## config.mk

```make
export PLATFORM = sky130hd
export DESIGN_NAME = pae_front
export DESIGN_NICKNAME = d
export VERILOG_FILES = /design/src/rtl/particle_age_step_defines.svh /design/src/rtl/pae_pkg.sv /design/src/rtl/pae_front.sv
export SDC_FILE = /design/constraint.sdc
export NUM_CORES = 2
export LEC_CHECK = 0
export BUFFER_PORTS_ARGS = -buffer_cell sky130_fd_sc_hd__buf_4
export CAP_MARGIN = 25
export CORE_ASPECT_RATIO = 2
export CORE_MARGIN = 2
export CORE_UTILIZATION = 48
export DETAILED_ROUTE_END_ITERATION = 6
export PLACE_DENSITY = 0.78
export REMOVE_ABC_BUFFERS = 1
export SYNTH_ARGS = -nofsm -noshare
export SYNTH_HDL_FRONTEND = slang
export SYNTH_SLANG_ARGS = --single-unit
```

## constraint.sdc

```tcl
create_clock -name clock -period 14.09 [get_ports clock]
set_input_delay 0.7045 -clock clock [delete_from_list [all_inputs] [get_ports clock]]
set_output_delay 0.7045 -clock clock [all_outputs]
set_load 0.005 [all_outputs]
```

## src/rtl/particle_age_step_defines.svh

```systemverilog
// Assertion helpers shared by the particle age step RTL.
`ifndef PARTICLE_AGE_STEP_DEFINES_SVH
`define PARTICLE_AGE_STEP_DEFINES_SVH

// Same-cycle implication, clocked on clock, off during reset.
`define PAE_ASSERT_IMPL(name, ante, cons) \
   name: assert property (@(posedge clock) disable iff (reset) (ante) |-> (cons)) \
      else $error("particle_age_step: assertion failed");

// Next-cycle implication.
`define PAE_ASSERT_NEXT(name, ante, cons) \
   name: assert property (@(posedge clock) disable iff (reset) (ante) |=> (cons)) \
      else $error("particle_age_step: assertion failed");

`endif

```

## src/rtl/pae_pkg.sv

```systemverilog
// ----------------------------------------------------------------------------
// pae_pkg
// Types and constants shared by the particle age step pipeline.
// ----------------------------------------------------------------------------
`default_nettype none

package pae_pkg;

   // pipeline layout: 2 front, 8 divide, 2 interpolate, 2 move stages
   localparam int unsigned QUOT_BITS       = 16;
   localparam int unsigned BITS_PER_STAGE  = 2;
   localparam int unsigned NUM_DIV_STAGES  = QUOT_BITS / BITS_PER_STAGE;
   localparam int unsigned NUM_STAGES      = 14;
   localparam int unsigned DIV_FIRST       = 3;
   localparam int unsigned DIV_LAST        = DIV_FIRST + NUM_DIV_STAGES - 1;

   // register indexes
   localparam logic [2:0] CSR_ALPHA_WINDOW = 3'd0;
   localparam logic [2:0] CSR_SPEED_WINDOW = 3'd1;
   localparam logic [2:0] CSR_SCALE_WINDOW = 3'd2;
   localparam logic [2:0] CSR_ALPHA_ENDS   = 3'd3;
   localparam logic [2:0] CSR_SPEED_ENDS   = 3'd4;
   localparam logic [2:0] CSR_SCALE_ENDS   = 3'd5;

   localparam logic [15:0] ALPHA_ENDS_RESET = 16'hFF00;
   localparam logic [31:0] SCALE_ENDS_RESET = 32'h0101_0100;

   // one window's factor in flight: remainder, divisor, quotient so far,
   // and a fixed factor (0 or 1.0) when outside the window
   typedef struct packed {
      logic [23:0] rem;
      logic [23:0] div;
      logic [15:0] quot;
      logic        fix;
      logic        fix_one;
   } div_type;

   // per-particle data that rides along the pipe
   typedef struct packed {
      logic        [23:0] nage;
      logic signed [40:0] prod_x;
      logic signed [40:0] prod_y;
      logic signed [40:0] prod_z;
      logic signed [31:0] pos_x;
      logic signed [31:0] pos_y;
      logic signed [31:0] pos_z;
      logic        [15:0] base_size;
   } body_type;

endpackage

`default_nettype wire

```

## src/rtl/pae_front.sv

```systemverilog
// ----------------------------------------------------------------------------
// pae_front
// Step clipping, new age, window classification and direction times step.
// ----------------------------------------------------------------------------
`default_nettype none

module pae_front (
   input  wire logic                clock,
   input  wire logic [1:0]          stage_en,
   input  wire logic [23:0]         time_step,
   input  wire logic [23:0]         age,
   input  wire logic [23:0]         life_span,
   input  wire logic signed [31:0]  pos_x,
   input  wire logic signed [31:0]  pos_y,
   input  wire logic signed [31:0]  pos_z,
   input  wire logic signed [15:0]  dir_x,
   input  wire logic signed [15:0]  dir_y,
   input  wire logic signed [15:0]  dir_z,
   input  wire logic [15:0]         base_size,
   input  wire logic [47:0]         alpha_window,
   input  wire logic [47:0]         speed_window,
   input  wire logic [47:0]         scale_window,
   output pae_pkg::div_type         alpha_div,
   output pae_pkg::div_type         speed_div,
   output pae_pkg::div_type         scale_div,
   output pae_pkg::body_type        body
);
   import pae_pkg::*;

   logic signed [24:0] remain;
   logic signed [24:0] step_s;
   logic signed [24:0] dt_in;
   logic [23:0]        nage_in;

   logic signed [24:0] dt_ff;
   logic [23:0]        nage_ff;
   logic signed [31:0] pos_x_ff, pos_y_ff, pos_z_ff;
   logic signed [15:0] dir_x_ff, dir_y_ff, dir_z_ff;
   logic [15:0]        base_ff;

   body_type body_in, body_ff;
   div_type  alpha_in, speed_in, scale_in;
   div_type  alpha_ff, speed_ff, scale_ff;

   function automatic div_type classify(input logic [23:0] na, input logic [47:0] win);
      logic [23:0] s;
      logic [23:0] e;
      div_type     r;
      s         = win[23:0];
      e         = win[47:24];
      r.div     = e - s;
      r.rem     = '0;
      r.quot    = '0;
      r.fix     = 1'b1;
      r.fix_one = 1'b0;
      if (e <= s) begin
         r.fix_one = (na >= s);
      end else if (na <= s) begin
         r.fix_one = 1'b0;
      end else if (na >= e) begin
         r.fix_one = 1'b1;
      end else begin
         r.fix = 1'b0;
         r.rem = na - s;
      end
      return r;
   endfunction

   // stage 1
   always_comb begin
      remain  = $signed({1'b0, life_span}) - $signed({1'b0, age});
      step_s  = $signed({1'b0, time_step});
      if (remain < step_s) begin
         dt_in   = remain;
         nage_in = life_span;
      end else begin
         dt_in   = step_s;
         nage_in = age + time_step;
      end
   end

   always_ff @(posedge clock) begin
      if (stage_en[0]) begin
         dt_ff    <= dt_in;
         nage_ff  <= nage_in;
         pos_x_ff <= pos_x;
         pos_y_ff <= pos_y;
         pos_z_ff <= pos_z;
         dir_x_ff <= dir_x;
         dir_y_ff <= dir_y;
         dir_z_ff <= dir_z;
         base_ff  <= base_size;
      end
   end

   // stage 2
   always_comb begin
      body_in.nage      = nage_ff;
      body_in.prod_x    = 41'(dir_x_ff) * 41'(dt_ff);
      body_in.prod_y    = 41'(dir_y_ff) * 41'(dt_ff);
      body_in.prod_z    = 41'(dir_z_ff) * 41'(dt_ff);
      body_in.pos_x     = pos_x_ff;
      body_in.pos_y     = pos_y_ff;
      body_in.pos_z     = pos_z_ff;
      body_in.base_size = base_ff;
      alpha_in          = classify(nage_ff, alpha_window);
      speed_in          = classify(nage_ff, speed_window);
      scale_in          = classify(nage_ff, scale_window);
   end

   always_ff @(posedge clock) begin
      if (stage_en[1]) begin
         body_ff  <= body_in;
         alpha_ff <= alpha_in;
         speed_ff <= speed_in;
         scale_ff <= scale_in;
      end
   end

   assign body      = body_ff;
   assign alpha_div = alpha_ff;
   assign speed_div = speed_ff;
   assign scale_div = scale_ff;

endmodule

`default_nettype wire

```

Yosys cells after proc, flatten, opt, wreduce, memory -nomap -nowiden
Cells that the tools add are included.
Widths: inputs -> output; s select.
{"block": "op_classes", "bitwise_logic": 0, "n_div": 0, "n_addsub": 8, "reduce_logical": 6, "magnitude_cmp": 13, "multipliers": 3, "shift": 0, "eq_ne": 0, "mux": 11}
{"operator": "$ge 24x24->1", "n": 6}
{"operator": "$le 24x24->1", "n": 6}
{"operator": "$sub 24x24->24", "n": 6}
{"operator": "$mul 16x25->41", "n": 3}
{"operator": "$mux 24", "n": 2}
{"operator": "$lt 25x25->1", "n": 1}
{"operator": "$sub 24x24->25", "n": 1}
{"operator": "$add 24x24->24", "n": 1}
{"operator": "$mux 1", "n": 9}
{"operator": "$reduce_or 3->1", "n": 3}
{"operator": "$reduce_or 2->1", "n": 3}
{"block": "totals", "out_inout_bits": 457, "latchBits": 0, "mem_bits_rw": 0, "romBits": 0, "n_memories": 0, "wordCells": 71, "input_bits": 379, "register_bits": 618}

Logic depth before layout (Yosys ltp)
{"block": "depth", "depth_word": 4, "depth_mapped": 26, "ltp_nobuf": 24}

Worst setup path before layout
OpenSTA, ideal clock, no wires.
{"block": "synth_timing", "kind": "register -> register", "startpoint": "register dt_ff[24]", "endpoint": "register body_ff (netlist bit body[234]), data pin", "arrival_ps": 6457, "required_time_ps": 13831, "setup_ps": 259, "path_slack_ps": 7374, "synth_period_minus_slack_ps": 6716, "stages_incl_launch_ff": 26, "n_path_buf": 3, "cell_sequence": "edfxtp_1 clkbuf_1 clkbuf_1 nand2_1 inv_1 fa_1 fa_1 inv_1 fa_1 inv_1 fa_1 fa_1 inv_1 fa_1 inv_1 ha_1 clkbuf_1 and3_1 and3_1 a31oi_1 o211ai_1 nor3_1 nor3_1 a2111oi_0 a21oi_1 xnor2_1"}
{"item": "start, declared", "line_no": "pae_front.sv:35", "rtl": "logic signed [24:0] dt_ff;"}
{"item": "start signal, assigned", "line_no": "pae_front.sv:84", "rtl": "dt_ff <= dt_in;"}
{"item": "end signal, assigned", "line_no": "pae_front.sv:113", "rtl": "body_ff <= body_in;"}
{"item": "end, declared", "line_no": "pae_front.sv:41", "rtl": "body_type body_in, body_ff;"}

==> impl_metrics.toml <==
[route]
drtPass1Iterations = 6
antenna_left = 0
via_per_inst = 5.558
drt_wl_total_mm = 243.2
wire_per_inst_um = 23.89
drc_errors = 0
num_vias = 56568
drt_iter0_drc = 3805

[yosys]
synth_ff_type = "edfxtp_1"
yosysTopAreaCell = "fa_1"
synth_edf_count = 618
synth.yosys.warnings = 0
ys_types = 82
yosysSeqAreaShare_pct = 24.85
synth_top_area_share_pct = 31.42
avgSynthCellArea_sq_um = 10.11
netlist_instances = 7384
synthArstFlopShare_pct = 0
syn_area_sq_um = 74680
yosys-top-cells-area = "fa_1 (31%), edfxtp_1 (25%), ha_1 (9.8%), inv_1 (7.9%), and2_1 (4.1%)"
ys_seq_elements = 618

[floorplanning]
rows = 204
io_pins = 836
fp.dieW_um = 282.9
start_util_pct = 48.36
core_area_sq_um = 154400
die_area_sq_um = 158900
die_y_um = 561.8

[timing]
min_period_over_period_pct = 54.21
finalHoldViolCount = 0
slew_viol_final = 0
setup-tns-final_ns = 0
fmax_ghz = 0.1309
min_period_ns = 7.638
max-slew-margin-rel_pct = 23.47
clock_skew_ns = 0.04837
worst_pin_slew_ns = 1.145
setup_viol = 0
rsz0062_at_grt = "false"

[clocking]
clkTransAtPathRegs_ns = 0.09
cts_tree = "built"
cts.hold.buffers_added = 0
clock_sinks = 618
cts_setup_buffers = 0
cts_made_buffers = 60
cts_resized = 0
cts_buffer_depth = 3
cts-htree-levels = 2
clock_latency_ns = 0.71
ctsRootBufferMaster = "clkbuf_16"

[worst_setup_path]
path_cells = "and2_1, fa_1, inv_1, fa_1, inv_1, fa_1, fa_1, fa_1, inv_1, fa_1, inv_1, ha_1, a21oi_1, o21ai_0, a31oi_1, a2111oi_0, o211ai_1, a31oi_1, o31ai_1, mux2i_1, a2111oi_0"
max_stage_delay_ns = 0.91
start_kind = "register"
cpLargestDelayFamily = "adder cells"
cp_common_cell = "fa_1"
critPathSlowestCell = "a2111oi_0"
startpoint = "dir_y_ff[11]$_DFFE_PP_"
worst-path-max-fanout = 25
regToRegStartpoint = "dir_y_ff[11]$_DFFE_PP_"
cp.required_ns = 14.57
worstPathArrival_ns = 8.12
cp-end-kind = "register"
path_buf_inv = 4
path_class = "reg -> reg"

[finish]
area_delta_synth_final_pct = 13.32
drive_above_1_share_pct = 12.75
nets = 10167

[flow_run]
maxCapViolations = 0

[place]
port_buffers = 787
place_congestion = 0.9913
dp_hpwl_mm = 197.1

[global_route]
antenna_found_initial = 52
grt_max_degree = 102
grt_pass1_wl_mm = 364.2
gr-total-overflow = 0
grt_usage_pct = 30.77
first_global_vias = 61465

[status]
status = "complete, no violations"

[worst_hold_path]
worstHoldStart = "dir_z[1]"
hp-class = "in -> reg"
layer usage:
layer  routed length (um)  up-vias  global-route usage, %
met2               127600     2853                  55.88
li1                     -    24533                      -
met1                73970    28213                  30.21
met4                23920       18                  26.06
met3                17590      951                  5.414
met5                  115        -                      0
worst reg2reg max path, delay by kind of cell, from the launching register on:
family	cells	cell delay, ns
buffers and inverters	4	0.22
AND/OR/NAND/NOR	1	0.40
adder cells (fa/ha/maj)	7	3.44
multiplexers	1	0.14
flip-flops	1	0.83
AO/OA/AOI/OAI	8	2.41
kinds of logic (layout without fill, tap and decap cells):
logic type | after synthesis | after routing | share of synthesized area [%]
and+or+nand+nor | 1944 | 1944 | 12.64
buffers and inverters | 1886 | 2535 | 9.812
DFF | 618 | 618 | 24.85
adders and majority gates | 1758 | 1758 | 41.24
xor gates and xnor gates | 265 | 265 | 3.108
other | 1 | 85 | 0.005022
muxes | 52 | 52 | 0.8511
AOI/OAI and AO/OA | 860 | 860 | 7.499
cells in the mapped netlist, drive strengths merged, types with 43 or more instances:
library cell  number
fa              1172
edfxtp           618
and2             486
nand2            771
nor3              66
nand2b            60
nor2b             50
mux2              44
clkbuf           255
a21oi            240
o21ai            173
nor2             286
xnor2            185
buf               61
a21o             122
a211oi            43
inv             1570
ha               586
nand3             60
xor2              80
cells in the final DEF (no fill, tap or decap), drive strengths merged, types with 10 or more instances in the layout:
master / synthesis / layout
o31a: 12 / 12
o21ai: 173 / 173
a21o: 122 / 122
o2111ai: 11 / 11
mux2: 44 / 44
o21a: 40 / 40
ha: 586 / 586
fa: 1172 / 1172
and3: 29 / 29
a21oi: 240 / 240
inv: 1570 / 1576
and2: 486 / 486
nor3: 66 / 66
or3: 15 / 15
clkinv: 0 / 24
o211ai: 24 / 24
or2: 13 / 13
buf: 61 / 852
edfxtp: 618 / 618
a211oi: 43 / 43
nor2: 286 / 286
diode: 0 / 37
a31oi: 34 / 34
conb: 1 / 48
xnor2: 185 / 185
nand2b: 60 / 60
a21boi: 25 / 25
o21bai: 28 / 28
nor2b: 50 / 50
nand4: 41 / 41
o31ai: 12 / 12
clkinvlp: 0 / 10
xor2: 80 / 80
nand2: 771 / 771
clkbuf: 255 / 65
a2111oi: 12 / 12
nor4: 27 / 27
nand3: 60 / 60
layout make-up:
cell class / instances / area [sq um]
Inverter: 1570 / 5893
Fill cell: 13303 / 69800
Clock inverter: 48 / 563.0
Timing Repair Buffer: 853 / 6444
Multi-Input combinational cell: 4927 / 48980
Clock buffer: 64 / 1516
Tap cell: 2060 / 2577
Sequential cell: 618 / 18560
Antenna cell: 37 / 92.59
sequential cells by signal, summed over array words and instances (netlist names), 24 cells and up:
signal     count
body         259
pos_z_ff      32
speed_div     50
pos_y_ff      32
scale_div     50
alpha_div     50
pos_x_ff      32
dt_ff         25
nage_ff       24
through the flow:
step           util, %  hold WS, ns  instance area [sq um]  std cells  setup WS [ns]
2_1_floorplan        -       0.4003                  73420       7115          7.292
3_3_place_gp     53.36       0.4011                  82410      10025          6.662
3_5_place_dp     53.36       0.4045                  82410      10025          6.594
4_1_cts          54.71      0.09786                  84490      10137          6.563
5_1_grt          54.79       0.1230                  84610      10169          6.086
6_report         54.80       0.1557                  84630      10177          6.452
final timing paths:
path                                         endpoint  slack, ns  depth (start not counted)
worst min-delay path            dir_z_ff[1]$_DFFE_PP_       0.16                          1
worst min register to register     body[78]$_DFFE_PP_       0.40                          0
worst max register to register    body[193]$_DFFE_PP_       6.45                         21
worst max-delay path              body[193]$_DFFE_PP_       6.45                         21
Power is left out: the tool's default activity adds up to more than one toggle a clock period on the data nets, which glitch-free logic cannot reach.
