$ cat config.mk
export PLATFORM = sky130hd
export DESIGN_NAME = pae_lerp
export DESIGN_NICKNAME = d
export VERILOG_FILES = /design/src/rtl/particle_age_step_defines.svh /design/src/rtl/pae_pkg.sv /design/src/rtl/pae_lerp.sv
export SDC_FILE = /design/constraint.sdc
export NUM_CORES = 2
export LEC_CHECK = 0
export BUFFER_PORTS_ARGS = -buffer_cell sky130_fd_sc_hd__buf_2
export CAP_MARGIN = 40
export CORE_UTILIZATION = 60
export CTS_BUF_LIST = sky130_fd_sc_hd__clkbuf_16
export CTS_CLUSTER_DIAMETER = 100
export DETAILED_ROUTE_END_ITERATION = 8
export GPL_ROUTABILITY_DRIVEN = 1
export PLACE_DENSITY_LB_ADDON = 0.15
export SYNTH_ARGS = -nofsm -noshare
export SYNTH_HDL_FRONTEND = slang
export SYNTH_SLANG_ARGS = --single-unit
$ cat constraint.sdc
create_clock -name clock -period 19.62 [get_ports clock]
set_input_delay 0.981 -clock clock [delete_from_list [all_inputs] [get_ports clock]]
set_output_delay 0.981 -clock clock [all_outputs]
set_load 0.01 [all_outputs]
$ cat src/rtl/particle_age_step_defines.svh
// Assertion helpers shared by the particle age step RTL.
`ifndef PARTICLE_AGE_STEP_DEFINES_SVH
`define PARTICLE_AGE_STEP_DEFINES_SVH

// Same-cycle implication, clocked on clock, off during reset.
`define PAE_ASSERT_IMPL(name, ante, cons) \
   name: assert property (@(posedge clock) disable iff (reset) (ante) |-> (cons)) \
      else $error("particle_age_step: assertion failed");

// Next-cycle implication.
`define PAE_ASSERT_NEXT(name, ante, cons) \
   name: assert property (@(posedge clock) disable iff (reset) (ante) |=> (cons)) \
      else $error("particle_age_step: assertion failed");

`endif

$ cat src/rtl/pae_pkg.sv
// ----------------------------------------------------------------------------
// pae_pkg
// Types and constants shared by the particle age step pipeline.
// ----------------------------------------------------------------------------
`default_nettype none

package pae_pkg;

   // pipeline layout: 2 front, 8 divide, 2 interpolate, 2 move stages
   localparam int unsigned QUOT_BITS       = 16;
   localparam int unsigned BITS_PER_STAGE  = 2;
   localparam int unsigned NUM_DIV_STAGES  = QUOT_BITS / BITS_PER_STAGE;
   localparam int unsigned NUM_STAGES      = 14;
   localparam int unsigned DIV_FIRST       = 3;
   localparam int unsigned DIV_LAST        = DIV_FIRST + NUM_DIV_STAGES - 1;

   // register indexes
   localparam logic [2:0] CSR_ALPHA_WINDOW = 3'd0;
   localparam logic [2:0] CSR_SPEED_WINDOW = 3'd1;
   localparam logic [2:0] CSR_SCALE_WINDOW = 3'd2;
   localparam logic [2:0] CSR_ALPHA_ENDS   = 3'd3;
   localparam logic [2:0] CSR_SPEED_ENDS   = 3'd4;
   localparam logic [2:0] CSR_SCALE_ENDS   = 3'd5;

   localparam logic [15:0] ALPHA_ENDS_RESET = 16'hFF00;
   localparam logic [31:0] SCALE_ENDS_RESET = 32'h0101_0100;

   // one window's factor in flight: remainder, divisor, quotient so far,
   // and a fixed factor (0 or 1.0) when outside the window
   typedef struct packed {
      logic [23:0] rem;
      logic [23:0] div;
      logic [15:0] quot;
      logic        fix;
      logic        fix_one;
   } div_type;

   // per-particle data that rides along the pipe
   typedef struct packed {
      logic        [23:0] nage;
      logic signed [40:0] prod_x;
      logic signed [40:0] prod_y;
      logic signed [40:0] prod_z;
      logic signed [31:0] pos_x;
      logic signed [31:0] pos_y;
      logic signed [31:0] pos_z;
      logic        [15:0] base_size;
   } body_type;

endpackage

`default_nettype wire

$ cat src/rtl/pae_lerp.sv
// ----------------------------------------------------------------------------
// pae_lerp
// Linear interpolation of alpha, speed and scale by their window factors.
// ----------------------------------------------------------------------------
`default_nettype none

module pae_lerp (
   input  wire logic                clock,
   input  wire logic [1:0]          stage_en,
   input  wire pae_pkg::div_type    alpha_div,
   input  wire pae_pkg::div_type    speed_div,
   input  wire pae_pkg::div_type    scale_div,
   input  wire logic [15:0]         alpha_ends,
   input  wire logic [47:0]         speed_ends,
   input  wire logic [31:0]         scale_ends,
   output logic [7:0]               alpha,
   output logic signed [23:0]       speed,
   output logic [15:0]              scale
);
   import pae_pkg::*;

   logic signed [17:0] ta, tv, ts;
   logic signed [8:0]  diff_a;
   logic signed [24:0] diff_v;
   logic signed [16:0] diff_s;
   logic signed [26:0] pa_in, pa_ff;
   logic signed [42:0] pv_in, pv_ff;
   logic signed [34:0] ps_in, ps_ff;
   logic signed [27:0] sum_a;
   logic signed [43:0] sum_v;
   logic signed [35:0] sum_s;
   logic [7:0]         alpha_ff;
   logic signed [23:0] speed_ff;
   logic [15:0]        scale_ff;

   // factor as Q1.16 in 0..1.0
   function automatic logic signed [17:0] factor(input div_type d);
      logic [16:0] t;
      if (d.fix) begin
         t = d.fix_one ? 17'h1_0000 : 17'h0_0000;
      end else begin
         t = {1'b0, d.quot};
      end
      return $signed({1'b0, t});
   endfunction

   always_comb begin
      ta     = factor(alpha_div);
      tv     = factor(speed_div);
      ts     = factor(scale_div);
      diff_a = $signed({1'b0, alpha_ends[15:8]}) - $signed({1'b0, alpha_ends[7:0]});
      diff_v = 25'($signed(speed_ends[47:24])) - 25'($signed(speed_ends[23:0]));
      diff_s = $signed({1'b0, scale_ends[31:16]}) - $signed({1'b0, scale_ends[15:0]});
      pa_in  = 27'(ta) * 27'(diff_a);
      pv_in  = 43'(tv) * 43'(diff_v);
      ps_in  = 35'(ts) * 35'(diff_s);
   end

   always_ff @(posedge clock) begin
      if (stage_en[0]) begin
         pa_ff <= pa_in;
         pv_ff <= pv_in;
         ps_ff <= ps_in;
      end
   end

   // start * 1.0 + product, then floor by 2^16
   always_comb begin
      sum_a = (28'($signed({1'b0, alpha_ends[7:0]})) <<< 16) + 28'(pa_ff);
      sum_v = (44'($signed(speed_ends[23:0])) <<< 16) + 44'(pv_ff);
      sum_s = (36'($signed({1'b0, scale_ends[15:0]})) <<< 16) + 36'(ps_ff);
   end

   always_ff @(posedge clock) begin
      if (stage_en[1]) begin
         alpha_ff <= sum_a[23:16];
         speed_ff <= sum_v[39:16];
         scale_ff <= sum_s[31:16];
      end
   end

   assign alpha = alpha_ff;
   assign speed = speed_ff;
   assign scale = scale_ff;

endmodule

`default_nettype wire

# ---- Yosys cells after proc, flatten, opt, wreduce, memory -nomap -nowiden
# Cells that the tools add are included.
dict set report classes {
  addsub 6
  multipliers 3
  div 0
  magnitude_cmp 0
  eq_ne 0
  shift 0
  n_mux 6
  bitwise 0
  reduce_logical 0
}
# operator n
set op_table {}
lappend op_table {{17-bit 2-to-1 mux} 6}
lappend op_table {{40-bit adder} 1}
lappend op_table {{18-bit by 25-bit multiplier with 40-bit output} 1}
lappend op_table {{32-bit adder} 1}
lappend op_table {{18-bit by 17-bit multiplier with 32-bit output} 1}
lappend op_table {{24-bit by 24-bit subtractor with 25-bit output} 1}
lappend op_table {{24-bit adder} 1}
lappend op_table {{18-bit by 9-bit multiplier with 24-bit output} 1}
lappend op_table {{16-bit by 16-bit subtractor with 17-bit output} 1}
lappend op_table {{8-bit by 8-bit subtractor with 9-bit output} 1}
dict set report word_totals {
  ff_bits 144
  latchBits 0
  ramBits 0
  romBits 0
  input_bits 297
  output_inout_bits 48
  wordCells 21
  memories 0
}

# ---- Depth between registers and ports, before layout
dict set report depth {
  depth_word 3
  mapped_depth 35
  depth_no_buf 35
}

# ---- Least setup slack after synthesis
# Ideal clock, no wire load.
dict set report synth_timing {
  path_type {in2reg}
  from {input speed_ends[24]}
  to {register pv_ff[34], data pin}
  setup_ns 0.258
  t_arrival_ns 8.298
  slack_ns 11.064
  stages 34
  n_path_buf 1
  path_cell_list {inv_1 -> ha_1 -> fa_1 -> nor2b_1 -> o21ai_1 -> a21oi_1 -> nor2_1 -> o21ai_2 -> a31oi_4 -> o21ai_2 -> xnor2_1 -> clkbuf_1 -> nor2_1 -> fa_1 -> inv_1 -> fa_1 -> fa_1 -> inv_1 -> fa_1 -> fa_1 -> inv_1 -> fa_1 -> inv_1 -> ha_1 -> a21o_1 -> a21o_1 -> a21oi_1 -> o21ai_0 -> a22o_1 -> a211oi_2 -> o21bai_1 -> a21o_1 -> a21oi_2 -> xnor2_1}
}
dict set report synth_via {
  elab_chain_cells 2
}
# item line_no
set synth_rtl {}
lappend synth_rtl {{start: declaration} pae_lerp.sv:14} ;# input wire logic [47:0] speed_ends,
lappend synth_rtl {{24-bit by 24-bit subtractor with 25-bit output} pae_lerp.sv:52} ;# diff_v = 25'($signed(speed_ends[47:24])) - 25'($signed(speed_ends[23:0]));
lappend synth_rtl {{18-bit by 25-bit multiplier with 40-bit output} pae_lerp.sv:55} ;# pv_in = 43'(tv) * 43'(diff_v);
lappend synth_rtl {{named net pv_in[34]} pae_lerp.sv:27} ;# logic signed [42:0] pv_in, pv_ff;
lappend synth_rtl {{end signal: assignment} pae_lerp.sv:62} ;# pv_ff <= pv_in;
lappend synth_rtl {{end: declaration} pae_lerp.sv:27}
# The timed path passes the listed nets, and every way through them passes these cells.
# A chain may end at the register's enable or synchronous reset.

# ---- Final worst setup path
dict set report layout_timing {
  from {input speed_ends[1]}
  to {register pv_ff[34], data pin}
}
# Same word-level chain as after synthesis.

==> metrics.txt <==
# TYPE chip_impl_metric gauge
chip_impl_info{name="synth_common_cells",value="inv_1, fa_1, nand2_1"} 1
chip_impl_info{name="synth_top_cell_by_area",value="fa_1"} 1
chip_impl_metric{name="power_density",unit="nW/um2"} 183
chip_impl_metric{name="final_period_minus_worst_setup_slack",unit="ns"} 9.52
chip_impl_info{name="timing_worst_setup_path_type",value="in -> reg"} 1
chip_impl_metric{name="portBuffers",unit=""} 200
chip_impl_metric{name="max_slew_margin",unit="%"} 35.1
chip_impl_metric{name="cts.sinks",unit=""} 96
chip_impl_metric{name="dr.first_iter.drc_count",unit=""} 1730
chip_impl_metric{name="fin_setup_tns",unit="ns"} 0
chip_impl_info{name="dominantRegCellSynth",value="edfxtp_1"} 1
chip_impl_metric{name="wirelength",unit="um"} 84000
chip_impl_metric{name="worst_skew_pair_latency",unit="ns"} 0.38
chip_impl_metric{name="final_core_utilization",unit="%"} 65.4
chip_impl_metric{name="stdcell_area",unit="um2"} 37000
chip_impl_metric{name="track_usage",unit="%"} 30.3
chip_impl_metric{name="max_cap_violations",unit=""} 0
chip_impl_metric{name="syn2layout_area_growth",unit="%"} 7.22
chip_impl_info{name="yosysMostFrequentCell",value="inv_1"} 1
chip_impl_info{name="category_of_the_worst_setup_path_capture_point",value="flop"} 1
chip_impl_metric{name="clk_pin_slew_worst_paths",unit="ns"} 0.08
chip_impl_metric{name="grt_start_max_net_pins",unit=""} 49
chip_impl_metric{name="worst-path-max-fanout",unit=""} 8
chip_impl_metric{name="standard_cell_core_area",unit="um2"} 56600
chip_impl_info{name="worst_path_dominant_cell_family",value="adder cells"} 1
chip_impl_metric{name="syn_area_per_cell",unit="um2"} 8.87
chip_impl_info{name="cts_tree",value="built"} 1
chip_impl_metric{name="totalPowerFinal",unit="mW"} 6.76
chip_impl_metric{name="async_reset_ff_share",unit="%"} 0
chip_impl_metric{name="total_setup_buffers_inserted_after_cts",unit=""} 0
chip_impl_metric{name="max_clock_freq",unit="MHz"} 105
chip_impl_info{name="hold_class",value="reg -> reg"} 1
chip_impl_metric{name="timing.final.crit_share",unit="%"} 48.5
chip_impl_metric{name="final.hold.worst_slack",unit="ns"} 0.550
chip_impl_metric{name="avgRoutedWirePerCell",unit="um"} 17.4
chip_impl_metric{name="final_layout_size_suffix_gt1_share",unit="%"} 8.48
chip_impl_metric{name="post_synth_instance_area",unit="um2"} 34500
chip_impl_metric{name="grt_pass1_wl",unit="um"} 140000
chip_impl_metric{name="post-dp-hpwl",unit="um"} 72400
chip_impl_metric{name="gr-total-overflow",unit=""} 0
chip_impl_metric{name="peakVddDrop",unit="uV"} 224
chip_impl_metric{name="count_of_nets_after_finishing",unit=""} 5431
chip_impl_metric{name="number_of_flops_mapped_to_enable_cells_by_yosys",unit=""} 96
chip_impl_metric{name="number_of_optimization_iterations_in_the_first_detailed_route_pass",unit=""} 6
chip_impl_metric{name="postSynthRegisterBits",unit=""} 96
chip_impl_metric{name="worst_ep_required_time",unit="ns"} 19.75
chip_impl_metric{name="worstPathBufferInverterCount",unit=""} 6
chip_impl_metric{name="routed_via_density",unit=""} 5.35
chip_impl_metric{name="postSynthNetCount",unit=""} 5261
chip_impl_metric{name="synth.yosys.warnings",unit=""} 0
chip_impl_metric{name="route.detailed.drc",unit=""} 0
chip_impl_info{name="clock-root-buffer",value="clkbuf_16"} 1
chip_impl_metric{name="netlist-cell-type-count",unit=""} 82
chip_impl_metric{name="synthCells",unit=""} 3891
chip_impl_metric{name="chipWidth",unit="um"} 242
chip_impl_info{name="critical_path.most_common_cell",value="fa_1"} 1
chip_impl_info{name="worst_setup_path_start_kind",value="primary input"} 1
chip_impl_info{name="crit_slowest_cell",value="xor2_1"} 1
chip_impl_metric{name="detailed_place.area",unit="um2"} 36700
chip_impl_metric{name="initial_utilization",unit="%"} 61.0
chip_impl_metric{name="dr_total_vias",unit=""} 25800
chip_impl_metric{name="slew_viol_final",unit=""} 0
chip_impl_info{name="run_status",value="finished, final reports clean"} 1
chip_impl_metric{name="ant_nets_after_route",unit=""} 0
chip_impl_metric{name="die_area",unit="um2"} 58500
chip_impl_metric{name="clock_tree.buffer_depth",unit=""} 2
chip_impl_metric{name="cts_hold_buf",unit=""} 0
chip_impl_metric{name="leakagePower",unit="nW"} 19.6
chip_impl_info{name="yosys-top-cells-area",value="fa_1, ha_1, inv_1"} 1
chip_impl_metric{name="gp_congestion",unit=""} 0.921
chip_impl_metric{name="cts_resized",unit=""} 0
chip_impl_info{name="rsz0062_at_grt",value="no"} 1
chip_impl_metric{name="critical-path-max-stage-delay",unit="ns"} 0.74
chip_impl_metric{name="worst-slew-pin-transition",unit="ns"} 0.972
chip_impl_metric{name="yosys.area.top_type_share",unit="%"} 42.2
chip_impl_metric{name="die_h",unit="um"} 242
chip_impl_metric{name="floorplan.io_pins",unit=""} 345
chip_impl_metric{name="antenna_found_initial",unit=""} 4
chip_impl_metric{name="critical_path_data_arrival_time",unit="ns"} 9.65
chip_impl_metric{name="filler_cell_count",unit=""} 4846
chip_impl_metric{name="yosysSeqAreaShare",unit="%"} 8.35
chip_impl_metric{name="timing.clock.skew",unit="ns"} 0.0154
chip_impl_metric{name="std_cell_rows",unit=""} 87
chip_impl_metric{name="number_of_cts_inserted_buffers",unit=""} 9
chip_impl_metric{name="grt_pass1_vias",unit=""} 26800
chip_impl_metric{name="setup_viol_count_final",unit=""} 0
chip_impl_metric{name="finalHoldViolCount",unit=""} 0
chip_impl_metric{name="cts-htree-levels",unit=""} 3
[path summary, 6_finish.rpt]
check                      start                   to  slack, ns  cells past startpoint
max                speed_ends[1]  pv_ff[34]$_DFFE_PP_      10.10                     32
min reg2reg  ps_ff[16]$_DFFE_PP_   scale[0]$_DFFE_PP_       0.55                      1
min          ps_ff[16]$_DFFE_PP_   scale[0]$_DFFE_PP_       0.55                      1
max reg2reg  pv_ff[16]$_DFFE_PP_  speed[22]$_DFFE_PP_      16.18                     14
[cell type report]
cell class | instances | area (um2) | area share (%)
tap | 756 | 946 | 2.56
antenna | 1 | 2.50 | 0.00676
timing repair buffer | 275 | 1610 | 4.34
inverter | 961 | 3610 | 9.75
multi-input combinational | 2718 | 27600 | 74.7
sequential | 96 | 2880 | 7.79
clock buffer | 9 | 225 | 0.609
clock inverter | 7 | 98.8 | 0.267
[sequential cells by signal (all words and copies together), names as in the netlist]
name,flops
alpha,8
pa_ff,8
ps_ff,16
pv_ff,24
scale,16
speed,24
[kinds of logic after synthesis]
| logic type | count (synthesis) | synth area share (%) |
|---|---|---|
| flip-flops | 96 | 8.35 |
| AND/OR/NAND/NOR | 1203 | 15.2 |
| AO/OA/AOI/OAI | 270 | 5.55 |
| adder cells (fa/ha/maj) | 1073 | 54.7 |
| buffers and inverters | 1077 | 11.8 |
| XOR/XNOR | 172 | 4.43 |
[stage by stage]
stage,instances,worst slack (ns)
2_1_floorplan,3891,11.06
3_3_place_gp,4783,9.89
3_5_place_dp,4805,9.80
4_1_cts,4821,10.18
5_1_grt,4823,9.68
6_report,4823,10.10
[cells in the final DEF, fill, tap and decap left out, types with 6 or more instances in the layout]
cell       netlist  routed
nor2b_1         71      66
xnor2_1        116     109
nand4_1          8       8
nor3_1          26      26
a211oi_1         7       7
and3_1           8       8
nand2b_1        92      92
a21oi_1         67      67
nor2_1         428     428
a21oi_2          7       7
or2_2            6       6
o21ai_1         12      12
nand2_1        482     482
xor2_1          53      52
and2_1          31      31
xnor2_2          2       9
a21o_1          41      41
buf_4            0      67
inv_1          959     959
edfxtp_1        96      96
o21bai_1        12      12
nand3_1         23      23
or3_1            8       8
o21ai_0         41      41
o21a_1          22      22
clkbuf_16        0       9
buf_2            6     201
ha_1           345     345
fa_1           728     728
[where the power goes]
group | switching (mW) | internal [mW]
combinational | 3.40 | 2.51
sequential | 0.0355 | 0.619
clock | 0.103 | 0.0940
total | 3.53 | 3.22
[routing by layer]
layer,up-vias,wire [um],GRT usage (%)
li1,11900,-,-
met1,12900,36400,42.6
met2,922,39100,49.3
met3,131,6580,5.42
met4,6,1920,6.50
met5,-,27,0
No activity file was read; power rests on OpenSTA's default activity.
