File: src/rtl/particle_age_step_defines.svh
// Assertion helpers shared by the particle age step RTL.
`ifndef PARTICLE_AGE_STEP_DEFINES_SVH
`define PARTICLE_AGE_STEP_DEFINES_SVH

// Same-cycle implication, clocked on clock, off during reset.
`define PAE_ASSERT_IMPL(name, ante, cons) \
   name: assert property (@(posedge clock) disable iff (reset) (ante) |-> (cons)) \
      else $error("particle_age_step: assertion failed");

// Next-cycle implication.
`define PAE_ASSERT_NEXT(name, ante, cons) \
   name: assert property (@(posedge clock) disable iff (reset) (ante) |=> (cons)) \
      else $error("particle_age_step: assertion failed");

`endif

File: src/rtl/pae_pkg.sv
// ----------------------------------------------------------------------------
// pae_pkg
// Types and constants shared by the particle age step pipeline.
// ----------------------------------------------------------------------------
`default_nettype none

package pae_pkg;

   // pipeline layout: 2 front, 8 divide, 2 interpolate, 2 move stages
   localparam int unsigned QUOT_BITS       = 16;
   localparam int unsigned BITS_PER_STAGE  = 2;
   localparam int unsigned NUM_DIV_STAGES  = QUOT_BITS / BITS_PER_STAGE;
   localparam int unsigned NUM_STAGES      = 14;
   localparam int unsigned DIV_FIRST       = 3;
   localparam int unsigned DIV_LAST        = DIV_FIRST + NUM_DIV_STAGES - 1;

   // register indexes
   localparam logic [2:0] CSR_ALPHA_WINDOW = 3'd0;
   localparam logic [2:0] CSR_SPEED_WINDOW = 3'd1;
   localparam logic [2:0] CSR_SCALE_WINDOW = 3'd2;
   localparam logic [2:0] CSR_ALPHA_ENDS   = 3'd3;
   localparam logic [2:0] CSR_SPEED_ENDS   = 3'd4;
   localparam logic [2:0] CSR_SCALE_ENDS   = 3'd5;

   localparam logic [15:0] ALPHA_ENDS_RESET = 16'hFF00;
   localparam logic [31:0] SCALE_ENDS_RESET = 32'h0101_0100;

   // one window's factor in flight: remainder, divisor, quotient so far,
   // and a fixed factor (0 or 1.0) when outside the window
   typedef struct packed {
      logic [23:0] rem;
      logic [23:0] div;
      logic [15:0] quot;
      logic        fix;
      logic        fix_one;
   } div_type;

   // per-particle data that rides along the pipe
   typedef struct packed {
      logic        [23:0] nage;
      logic signed [40:0] prod_x;
      logic signed [40:0] prod_y;
      logic signed [40:0] prod_z;
      logic signed [31:0] pos_x;
      logic signed [31:0] pos_y;
      logic signed [31:0] pos_z;
      logic        [15:0] base_size;
   } body_type;

endpackage

`default_nettype wire

File: src/rtl/pae_div.sv
// ----------------------------------------------------------------------------
// pae_div
// Pipelined restoring divider for one window factor, two quotient bits a stage.
// ----------------------------------------------------------------------------
`default_nettype none

`include "particle_age_step_defines.svh"

module pae_div (
   input  wire logic                                    clock,
   input  wire logic                                    reset,
   input  wire logic [pae_pkg::NUM_DIV_STAGES-1:0]      stage_en,
   input  wire logic [pae_pkg::NUM_DIV_STAGES-1:0]      stage_valid,
   input  wire pae_pkg::div_type                        div_in,
   output pae_pkg::div_type                             div_out
);
   import pae_pkg::*;

   div_type stage_ff [NUM_DIV_STAGES];

   function automatic div_type div_step(input div_type x);
      div_type     r;
      logic [24:0] two_rem;
      r = x;
      for (int i = 0; i < BITS_PER_STAGE; i++) begin
         two_rem = {r.rem, 1'b0};
         if (two_rem >= {1'b0, r.div}) begin
            two_rem = two_rem - {1'b0, r.div};
            r.quot  = {r.quot[14:0], 1'b1};
         end else begin
            r.quot  = {r.quot[14:0], 1'b0};
         end
         r.rem = two_rem[23:0];
      end
      return r;
   endfunction

   always_ff @(posedge clock) begin
      if (stage_en[0]) begin
         stage_ff[0] <= div_step(div_in);
      end
      for (int k = 1; k < NUM_DIV_STAGES; k++) begin
         if (stage_en[k]) begin
            stage_ff[k] <= div_step(stage_ff[k-1]);
         end
      end
   end

   assign div_out = stage_ff[NUM_DIV_STAGES-1];

   // remainder stays below the divisor inside a window
   `PAE_ASSERT_IMPL(a_rem_below_div,
      stage_valid[NUM_DIV_STAGES-1] && !div_out.fix, div_out.rem < div_out.div)

endmodule

`default_nettype wire

File: config.mk
export PLATFORM = sky130hd
export DESIGN_NAME = pae_div
export DESIGN_NICKNAME = d
export VERILOG_FILES = /design/src/rtl/pae_pkg.sv /design/src/rtl/pae_div.sv
export VERILOG_INCLUDE_DIRS = /design/src /design/src/rtl
export SDC_FILE = /design/constraint.sdc
export NUM_CORES = 1
export LEC_CHECK = 0
export BUFFER_PORTS_ARGS = -buffer_cell sky130_fd_sc_hd__buf_2
export CAP_MARGIN = 40
export CELL_PAD_IN_SITES_DETAIL_PLACEMENT = 1
export CELL_PAD_IN_SITES_GLOBAL_PLACEMENT = 1
export CORE_ASPECT_RATIO = 1.4
export CORE_MARGIN = 4
export CORE_UTILIZATION = 50
export DETAILED_ROUTE_END_ITERATION = 10
export PLACE_DENSITY = 0.87
export SYNTH_ARGS = -nofsm -noshare
export SYNTH_HDL_FRONTEND = slang
export SYNTH_SLANG_ARGS = --single-unit
File: constraint.sdc
create_clock -name clock -period 8.5 [get_ports clock]
set_input_delay 0.425 -clock clock [delete_from_list [all_inputs] [get_ports clock]]
set_output_delay 0.425 -clock clock [all_outputs]
set_load 0.01 [all_outputs]
# Word-level counts from Yosys, hierarchy flattened
# Memories as Yosys holds them, arrays and structs flattened.
# Index checks and enable logic that the tools add are counted.
[word_totals]
ff_bits = 0
output_inout_bits = 66
n_memories = 1
ram_bits = 528
[mem_list]
columns = ["memory", "depth", "width", "rd", "rd_clocked_by_memory_dff", "wr", "line", "rtl"]
rows = [
  ["stage_ff", 8, 66, 8, 0, 8, "pae_div.sv:19", "div_type stage_ff [NUM_DIV_STAGES];"],
]
[op_classes]
n_lt_le_gt_ge = 16
n_addsub = 16
muxes = 72
[ops]
columns = ["operator", "n"]
rows = [
  ["$mux 24", 32],
  ["$ge 25x24->1", 16],
  ["$sub 24x24->24", 16],
  ["$mux 16", 8],
  ["$mux 1", 32],
]

# Depth between registers and ports, before layout
# Gate-level depths: netlist of the first run.
# An unclocked memory read counts as a cell.
[logic_depth]
depth_word = 7
depth_mapped = 27
depth_no_buf = 23

# Worst setup path after synthesis of the first run
# No wires, ideal clock.
[synth_path]
path_type = "register to register"
start = "memory stage_ff[1][19] (netlist name)"
end = "memory stage_ff[1][121] (netlist name) (data pin)"
synth_period_minus_slack_ns = 5.844
slack_ns = 2.656
n_path_buf = 2
arrival_time_ns = 5.582
stages_incl_launch_ff = 25
path_cell_list = "edfxtp_1 inv_1 ha_1 nor2b_1 o31ai_1 a21oi_1 nor2_1 o2111ai_2 o311ai_1 a21o_1 inv_2 buf_1 mux2_2 ha_1 clkbuf_1 a21o_1 a21oi_1 o21ai_0 a221o_1 a31oi_4 a211o_1 a21boi_1 a2111oi_4 inv_2 mux2_1"
[synth_rtl]
columns = ["element", "line"]
rows = [
  ["from (decl)", "pae_div.sv:19"],
]

==> impl_metrics.json, run 1 <==
{
  "async_flop_share_pct": 0,
  "fin_area_um2": 40800,
  "dieHeight_um": 332,
  "max_stage_delay_ps": 730,
  "critPathLaunchType": "flip-flop",
  "root_buffer": "clkbuf_16",
  "largest_register": "stage_ff",
  "slew_violations": 0,
  "core_area_um2": 74100,
  "diodes": 0,
  "die-area_um2": 79500,
  "clock-sinks": 472,
  "cap_violations": 0,
  "ys_ff_latch": 472,
  "syn_to_final_growth_pct": 8.83,
  "finalNetCount": 4402,
  "antenna_found_initial": 0,
  "cp_data_arrival_time_ps": 7650,
  "finalClockSkew_ps": 20.8,
  "final_layout_size_suffix_gt1_share_pct": 12.6,
  "final_util_pct": 55.1,
  "totalWireLength_um": 107000,
  "cts_tree": "built",
  "setup_tns_ps": 0,
  "clockBufferDepth": 3,
  "drc": 0,
  "grt_pass1_wl_um": 170000,
  "firstDrtPassIters": 4,
  "drt_iter0_markers": 979,
  "synth.distinct_cells": 84,
  "vias_per_cell": 6.00,
  "clkLatencyLatePin_ps": 620,
  "top_regs": "stage_ff: 472 flops",
  "cts_buffers": 50,
  "vias": 29621,
  "synth.cell_area_um2": 37500,
  "post_cts_resized": 0,
  "row_count": 118,
  "synth_ff_type": "edfxtp_1",
  "grt_start_max_net_pins": 67,
  "crit_path_cell_trace": "inv_1, ha_1, nor2b_1, o31a_1, o311ai_1, a211oi_1, o21ai_1, nand2_1, a21oi_2, buf_4, nand2_1, o21ai_0, ha_1, a21o_1, a21o_1, a31o_2, a221o_1, a2111oi_0, o211ai_1, o21ai_0, nand2b_1, xor2_1, mux2_2",
  "synth_edf_count": 472,
  "start_util_pct": 50.6,
  "cts.clk_slew.worst_paths_ps": 60,
  "setup_violations": 0,
  "largest_reg_flops": 472,
  "cpMaxStageDelayCell": "a2111oi_0",
  "report.final.hold_viol_count": 0,
  "fp.dieW_um": 239,
  "synth_warnings": 0,
  "grt_pass1_vias": 33159,
  "endpoint_kind": "flip-flop",
  "synthesis.nets": 4284,
  "seq_area_frac_synth_pct": 37.8,
  "io_buffers": 124,
  "dp_hpwl_um": 87800,
  "hp-class": "input pin to flip-flop",
  "worstPathRequired_ps": 8860,
  "gp_congestion": 0.907,
  "wl_per_cell_um": 21.7,
  "setup_slack_ps": 1210,
  "ant_nets": 0,
  "status": "completed",
  "slew_headroom_pct": 36.7,
  "period_needed_ps": 7290,
  "globalRoute.totalOverflow": 0,
  "fin_crit_sh_pct": 85.8,
  "worst_pin_slew_ps": 939,
  "io_pins": 150,
  "clock.fmax_mhz": 137,
  "pre_cts_ws_ps": 1250,
  "place_area_um2": 39000,
  "grt_usage_pct": 26.5,
  "synthCells": 3816,
  "crit_fanout": 14,
  "criticalPathCategory": "flip-flop to flip-flop",
  "synth.avg_cell_area_um2": 9.83,
  "rsz0062_at_grt": "false",
  "cts-htree-levels": 2
}
-- cells by family (layout without fill, tap and decap cells) --
logic type	count (synthesis)	after routing	synth area share [%]
AOI/OAI and AO/OA	1069	1069	18.3
xor gates and xnor gates	314	314	7.33
adders and majority gates	384	384	13.0
buffers and inverters	434	592	5.10
DFF	472	472	37.8
muxes	233	233	6.94
and+or+nand+nor	910	910	11.5
-- repair_timing --
item / in CTS / in global routing
hold buffers: 22 / 0
setup buffers: 0 / 0
hold endpoints to repair: 22 / 0
-- cells in the final DEF (no fill, tap or decap), types with 10 or more instances in the layout --
cell,Yosys,layout
a21o_1,140,140
nor2_1,234,234
o21bai_1,45,45
nand2b_1,48,48
o2111ai_1,10,10
and2_1,26,26
edfxtp_1,472,472
clkinv_1,0,11
or2_2,18,18
mux2i_1,18,18
or3_1,16,16
and3_1,34,34
a2111oi_0,11,11
nand2_1,270,270
clkinv_2,0,11
xnor2_1,202,202
buf_4,68,44
a31oi_1,30,29
a211o_1,11,11
o21a_1,55,55
xor2_1,112,112
clkbuf_1,33,11
nor2b_1,36,36
nor4_1,21,20
a211oi_1,28,28
a21oi_1,317,316
inv_1,303,303
mux2_2,210,210
nand4_1,37,37
clkbuf_16,0,53
o211ai_1,23,23
dlygate4sd3_1,0,22
nor3_1,57,57
ha_1,376,376
buf_2,21,124
nand3_1,78,78
o21ai_0,240,240
o31ai_1,30,30
-- layer usage --
metal | wire (um) | GRT usage (%)
met1 | 33100 | 21.8
met3 | 2070 | 2.42
met5 | 0 | 0
met4 | 10600 | 21.4
met2 | 61400 | 54.7
-- critical path, delay by kind of cell, from the launching register on --
family | cells | cell delay, ps
AOI/OAI and AO/OA | 13 | 4690
adders and majority gates | 2 | 690
DFF | 1 | 450
and+or+nand+nor | 4 | 410
buffers and inverters | 2 | 380
muxes | 1 | 260
xor gates and xnor gates | 1 | 140
-- Yosys cell counts (8+ instances only) --
library cell,instances,area [um2]
o31ai_1,30,225
nand4_1,37,231
mux2_2,210,2360
a211o_1,11,96.3
nand2_1,270,1010
nor2_1,234,878
o41ai_1,8,70.1
o21ai_0,240,1200
nor4_1,21,131
xor2_1,112,981
a31o_2,9,78.8
a41oi_1,8,70.1
ha_1,376,4700
clkbuf_1,33,124
o2111ai_1,10,87.6
inv_1,303,1140
o21bai_1,45,338
a2111oi_0,11,96.3
nor2b_1,36,225
a21o_1,140,1050
or3_1,16,100
a31oi_1,30,188
fa_1,8,160
nor3b_1,9,67.6
a21boi_0,9,67.6
nand2b_1,48,300
and3_1,34,213
and2_1,26,163
xnor2_1,202,1770
edfxtp_1,472,14200
a211oi_1,28,210
o211ai_1,23,173
or2_2,18,113
nand3_1,78,390
a21oi_1,317,1590
buf_4,68,510
mux2i_1,18,180
o21a_1,55,413
nor3_1,57,285
buf_2,21,105
-- cell type report --
class | instances | area, um2
well taps | 960 | 1200
clock inverters | 28 | 254
multi-input cells | 2910 | 21400
inverters | 308 | 1160
fillers | 8379 | 33300
clock buffers | 64 | 1370
repair buffers | 192 | 1220
flip-flops and latches | 472 | 14200
-- metrics by stage --
stage,hold slack [ps],cells
after floorplan,400,3816
after global placement,402,4817
after detailed placement,405,4820
after CTS,7.35,4934
after global routing,15.2,4934
final,45.1,4934
-- worst paths after layout --
path | start | endpoint | cells after the start | slack, ps
setup reg to reg | stage_ff[1][85] | stage_ff[1][196] | 23 | 1210
hold reg to reg | stage_ff[1][66] | stage_ff[1][132] | 0 | 410
setup / recovery | stage_ff[1][85] | stage_ff[1][196] | 23 | 1210
hold / removal | div_in[39] | stage_ff[0][39] | 1 | 50
Power of run 1 is left out: the tool's default activity adds up to more than one toggle a clock period on the data nets, which glitch-free logic cannot reach.
==> run 2: changes to the inputs <==
--- a/config.mk
+++ b/config.mk
@@ -15,6 +15,7 @@
 export CORE_UTILIZATION = 50
 export DETAILED_ROUTE_END_ITERATION = 10
 export PLACE_DENSITY = 0.87
+export REMOVE_ABC_BUFFERS = 1
 export SYNTH_ARGS = -nofsm -noshare
 export SYNTH_HDL_FRONTEND = slang
 export SYNTH_SLANG_ARGS = --single-unit
==> run 2 against run 1 <==
  * Sequential cell count unchanged
  * Global-route usage up 0.29 points
  * Count of clock-buffer cells in the layout down 5
  * First-iteration DRC count up 17%
  * Worst hold slack worse by 17 ps
  * Sequential share of layout area about the same
  * Critical path depth down 2
  * Via count up 0.96%
  * Fmax down 3.9%
  * Clock skew up 3.8 ps
  * Cell count about the same
  * Setup slack worse by 300 ps
==> impl_metrics.json, run 2 (synthesis gave the netlist of run 1 again) <==
{
  "clock.fmax_mhz": 132,
  "critPathLaunchType": "flip-flop",
  "setup_violations": 0,
  "final_layout_size_suffix_gt1_share_pct": 12.8,
  "antenna_found_initial": 0,
  "endpoint_kind": "flip-flop",
  "core_area_um2": 74100,
  "diodes": 0,
  "dp_hpwl_um": 87700,
  "start_util_pct": 50.6,
  "finalClockSkew_ps": 24.5,
  "max_stage_delay_ps": 1110,
  "final_common_cell": "edfxtp_1",
  "io_pins": 150,
  "worstPathRequired_ps": 8990,
  "cts_tree": "built",
  "grt_pass1_wl_um": 172000,
  "cts-htree-levels": 2,
  "totalWireLength_um": 108000,
  "hp-class": "input pin to flip-flop",
  "finalNetCount": 4403,
  "die-area_um2": 79500,
  "fin_crit_sh_pct": 89.3,
  "syn_to_final_growth_pct": 8.83,
  "largest_register": "stage_ff",
  "worst_pin_slew_ps": 1120,
  "clkLatencyLatePin_ps": 640,
  "cpMaxStageDelayCell": "nor4_1",
  "critPathTopFamily": "simple AND/OR/NAND/NOR gates",
  "root_buffer": "clkbuf_16",
  "cts_setup_buffers": 0,
  "gp_congestion": 0.930,
  "drc": 0,
  "grt_start_max_net_pins": 67,
  "setup_tns_ps": 0,
  "grt_usage_pct": 26.8,
  "fp.dieW_um": 239,
  "cap_violations": 0,
  "top_regs": "stage_ff: 472 flops",
  "drt_iter0_markers": 1144,
  "crit_path_cell_trace": "inv_1, ha_1, nand4b_1, nor4_1, nand2_1, nor2_1, nor4_1, o21ai_2, buf_4, mux2_2, ha_1, nand2_1, nor2_1, and2_1, a221oi_1, a31oi_1, a221oi_1, a31oi_1, or4b_2, nand3_1, mux2_2",
  "criticalPathCategory": "flip-flop to flip-flop",
  "critPathBufInv": 2,
  "globalRoute.totalOverflow": 0,
  "slew_violations": 0,
  "period_needed_ps": 7590,
  "rsz0062_at_grt": "false",
  "ant_nets": 0,
  "wl_per_cell_um": 21.9,
  "dieHeight_um": 332,
  "row_count": 118,
  "status": "completed",
  "mostFrequentLayoutCells": "edfxtp_1, ha_1, a21oi_1",
  "largest_reg_flops": 472,
  "r2r_slack_ps": 910,
  "cts_buffers": 50,
  "crit_fanout": 16,
  "firstDrtPassIters": 5,
  "io_buffers": 124,
  "clockBufferDepth": 3,
  "cts.clk_slew.worst_paths_ps": 60,
  "vias": 29906,
  "slew_headroom_pct": 24.6,
  "fillers": 8341,
  "grt_pass1_vias": 33441,
  "cp_data_arrival_time_ps": 8080,
  "report.final.hold_viol_count": 0,
  "vias_per_cell": 6.06,
  "clock-sinks": 472
}
==> run 2: final timing paths <==
path,cells after the start,from,endpoint
min,1,div_in[23],stage_ff[0][23]
max,21,stage_ff[0][106],stage_ff[0][196]
min reg2reg,0,stage_ff[0][133],stage_ff[0][199]
max reg2reg,21,stage_ff[0][106],stage_ff[0][196]
==> run 2: layer usage <==
layer | share of wire [%] | vias to the layer above | GRT usage [%] | wire length (um)
met2 | 56 | 642 | 54.0 | 60400
met5 | 0 | - | 0 | 0
met4 | 11 | 0 | 23.5 | 11700
met3 | 2.3 | 431 | 2.80 | 2450
li1 | - | 14245 | - | -
met1 | 31 | 14588 | 22.2 | 33600
==> run 2: final cells by class <==
class	count	area, um2	share of cell area [%]
multi-input combinational	2910	21400	52.5
inverter	308	1160	2.83
tap	960	1200	2.94
timing repair buffer	193	1210	2.98
clock buffer	59	1280	3.15
clock inverter	35	339	0.831
sequential	472	14200	34.7
==> run 2: per-stage QoR <==
step | instance area, um2 | util, % | hold slack [ps] | cells | setup slack (ps)
final | 40800 | 55.1 | 28.5 | 4937 | 907
after global routing | 40800 | 55.1 | 6.88 | 4937 | 763
after CTS | 40800 | 55.0 | 2.12 | 4935 | 1050
after detailed placement | 39000 | 52.6 | 405 | 4821 | 1110
after global placement | 38900 | 52.5 | 401 | 4816 | 1400
after floorplan | 36700 | - | 400 | 3690 | 1900
==> run 2: repair_timing <==
action                    4_1_cts  5_1_grt
hold endpoints to repair       20        2
gates resized for setup         0        0
hold buffers                   20        2
Power of run 2 is left out for the same reason.
==> run 3: changes to the inputs <==
--- a/config.mk
+++ b/config.mk
@@ -11,7 +11,6 @@
 export CELL_PAD_IN_SITES_DETAIL_PLACEMENT = 1
 export CELL_PAD_IN_SITES_GLOBAL_PLACEMENT = 1
 export CORE_ASPECT_RATIO = 1.4
-export CORE_MARGIN = 4
 export CORE_UTILIZATION = 50
 export DETAILED_ROUTE_END_ITERATION = 10
 export PLACE_DENSITY = 0.87
==> run 3 against run 2 <==
  * The run now ends with DRC left
  * Register-to-register slack improved by 110 ps
  * Routed wire length increased by 2.5%
  * Highest routed layer is now met5
  * Setup slack improved by 110 ps
  * Non-clock buffer count increased by 10
  * Design area increased by 0.63%
  * Critical path type unchanged
  * Critical path depth increased by 1
==> impl_metrics.json, run 3 (synthesis gave the netlist of run 1 again) <==
{
  "fillers": 8306,
  "slew_violations": 0,
  "hp-class": "input pin to flip-flop",
  "rr_startpoint": "stage_ff[0][85]",
  "cp_data_arrival_time_ps": 8000,
  "finalNetCount": 4413,
  "totalWireLength_um": 111000,
  "setup_tns_ps": 0,
  "cts.clk_slew.worst_paths_ps": 60,
  "io_pins": 150,
  "min_to": "stage_ff[0][18]",
  "clock.fmax_mhz": 134,
  "critPathBufInv": 2,
  "critPathLaunchType": "flip-flop",
  "crit_fanout": 20,
  "vias_per_cell": 6.04,
  "rsz0062_at_grt": "false",
  "final_util_pct": 55.4,
  "crit_path_cell_trace": "inv_1, ha_1, nor2b_1, o21ai_0, a21oi_1, o21ai_0, nand3_1, o41ai_2, o21ai_2, buf_12, mux2_2, ha_1, nand2_1, nor2_1, and2_1, a221oi_1, a31oi_1, a221oi_1, a31oi_1, or4b_2, nand3_1, mux2_2",
  "criticalPathCategory": "flip-flop to flip-flop",
  "gp_congestion": 0.935,
  "r2r_slack_ps": 1010,
  "setup_slack_ps": 1010,
  "largest_reg_flops": 472,
  "hold_start": "div_in[18]",
  "start_util_pct": 50.6,
  "ant_nets": 0,
  "grt_usage_pct": 29.2,
  "diodes": 0,
  "grt_pass1_wl_um": 174000,
  "grt_pass1_vias": 33568,
  "io_buffers": 124,
  "vias": 29900,
  "dieHeight_um": 326,
  "clockBufferDepth": 3,
  "ctsHoldBuffers": 25,
  "rr_worst_depth": 22,
  "violations": "DRC",
  "cts_setup_buffers": 0,
  "critPathTopFamily": "compound AO/OA/AOI/OAI gates",
  "fp.dieW_um": 233,
  "drt_iter0_markers": 979,
  "worstPathRequired_ps": 9010,
  "globalRoute.totalOverflow": 0,
  "fin_crit_sh_pct": 88.1,
  "cts-htree-levels": 2,
  "clock-sinks": 472,
  "final_common_cell": "edfxtp_1",
  "report.final.hold_viol_count": 0,
  "final_layout_size_suffix_gt1_share_pct": 13.1,
  "period_needed_ps": 7490,
  "pre_cts_ws_ps": 1160,
  "antenna_found_initial": 1,
  "drc": 26,
  "endpoint_kind": "flip-flop",
  "cap_violations": 0,
  "wl_per_cell_um": 22.4,
  "core_area_um2": 74100,
  "finalClockSkew_ps": 27.6,
  "hold_ws_ps": 112,
  "clkLatencyLatePin_ps": 640,
  "root_buffer": "clkbuf_16",
  "dp_hpwl_um": 89600,
  "cpMaxStageDelayCell": "o41ai_2",
  "setup_violations": 0,
  "grt_start_max_net_pins": 65,
  "die-area_um2": 76100,
  "largest_register": "stage_ff",
  "syn_to_final_growth_pct": 9.51,
  "slew_headroom_pct": 31.1,
  "firstDrtPassIters": 8,
  "status": "finished, violations left",
  "top_regs": "stage_ff: 472 flops",
  "row_count": 118,
  "max_stage_delay_ps": 710,
  "cts_buffers": 50,
  "r2r_end": "stage_ff[0][196]",
  "mostFrequentLayoutCells": "edfxtp_1, ha_1, a21oi_1",
  "worst_pin_slew_ps": 1020,
  "cts_tree": "built",
  "worstHoldPathCells": 1,
  "post_cts_resized": 0
}
==> run 3: how the worst max path moves through the flow <==
stage	startpoint	to	slack [ps]	cells past startpoint
finish	stage_ff[0][85]	stage_ff[0][196]	1010	22
global route	stage_ff[0][217]	stage_ff[1][64]	760	22
CTS	stage_ff[0][85]	stage_ff[0][196]	1060	22
detailed placement	stage_ff[0][85]	stage_ff[0][196]	1160	22
global placement	stage_ff[0][85]	stage_ff[0][196]	1360	22
floorplan	stage_ff[0][19]	stage_ff[0][111]	1900	22
==> run 3: layout make-up <==
class                           count  area, um2  area share [%]
Inverter                          308       1160            2.82
Multi-Input combinational cell   2910      21400            52.2
Timing Repair Buffer              203       1350            3.28
Sequential cell                   472      14200            34.5
Clock inverter                     41        488            1.19
Clock buffer                       53       1260            3.07
Tap cell                          960       1200            2.93
==> run 3: through the flow <==
step / instance area (um2) / std cells
floorplan: 36700 / 3690
global placement: 39000 / 4821
detailed placement: 39100 / 4827
CTS: 41100 / 4946
global route: 41100 / 4947
finish: 41100 / 4947
==> run 3: metal layers <==
| metal | up-vias | wire length, um | share of wire [%] | track usage (%) |
|---|---|---|---|---|
| li1 | 14280 | - | - | - |
| met1 | 14551 | 34000 | 31 | 23.4 |
| met2 | 619 | 61800 | 56 | 58.4 |
| met3 | 448 | 2670 | 2.4 | 3.32 |
| met4 | 2 | 12400 | 11 | 28.1 |
| met5 | - | 13 | 0.012 | 0 |
Power of run 3 is left out for the same reason.
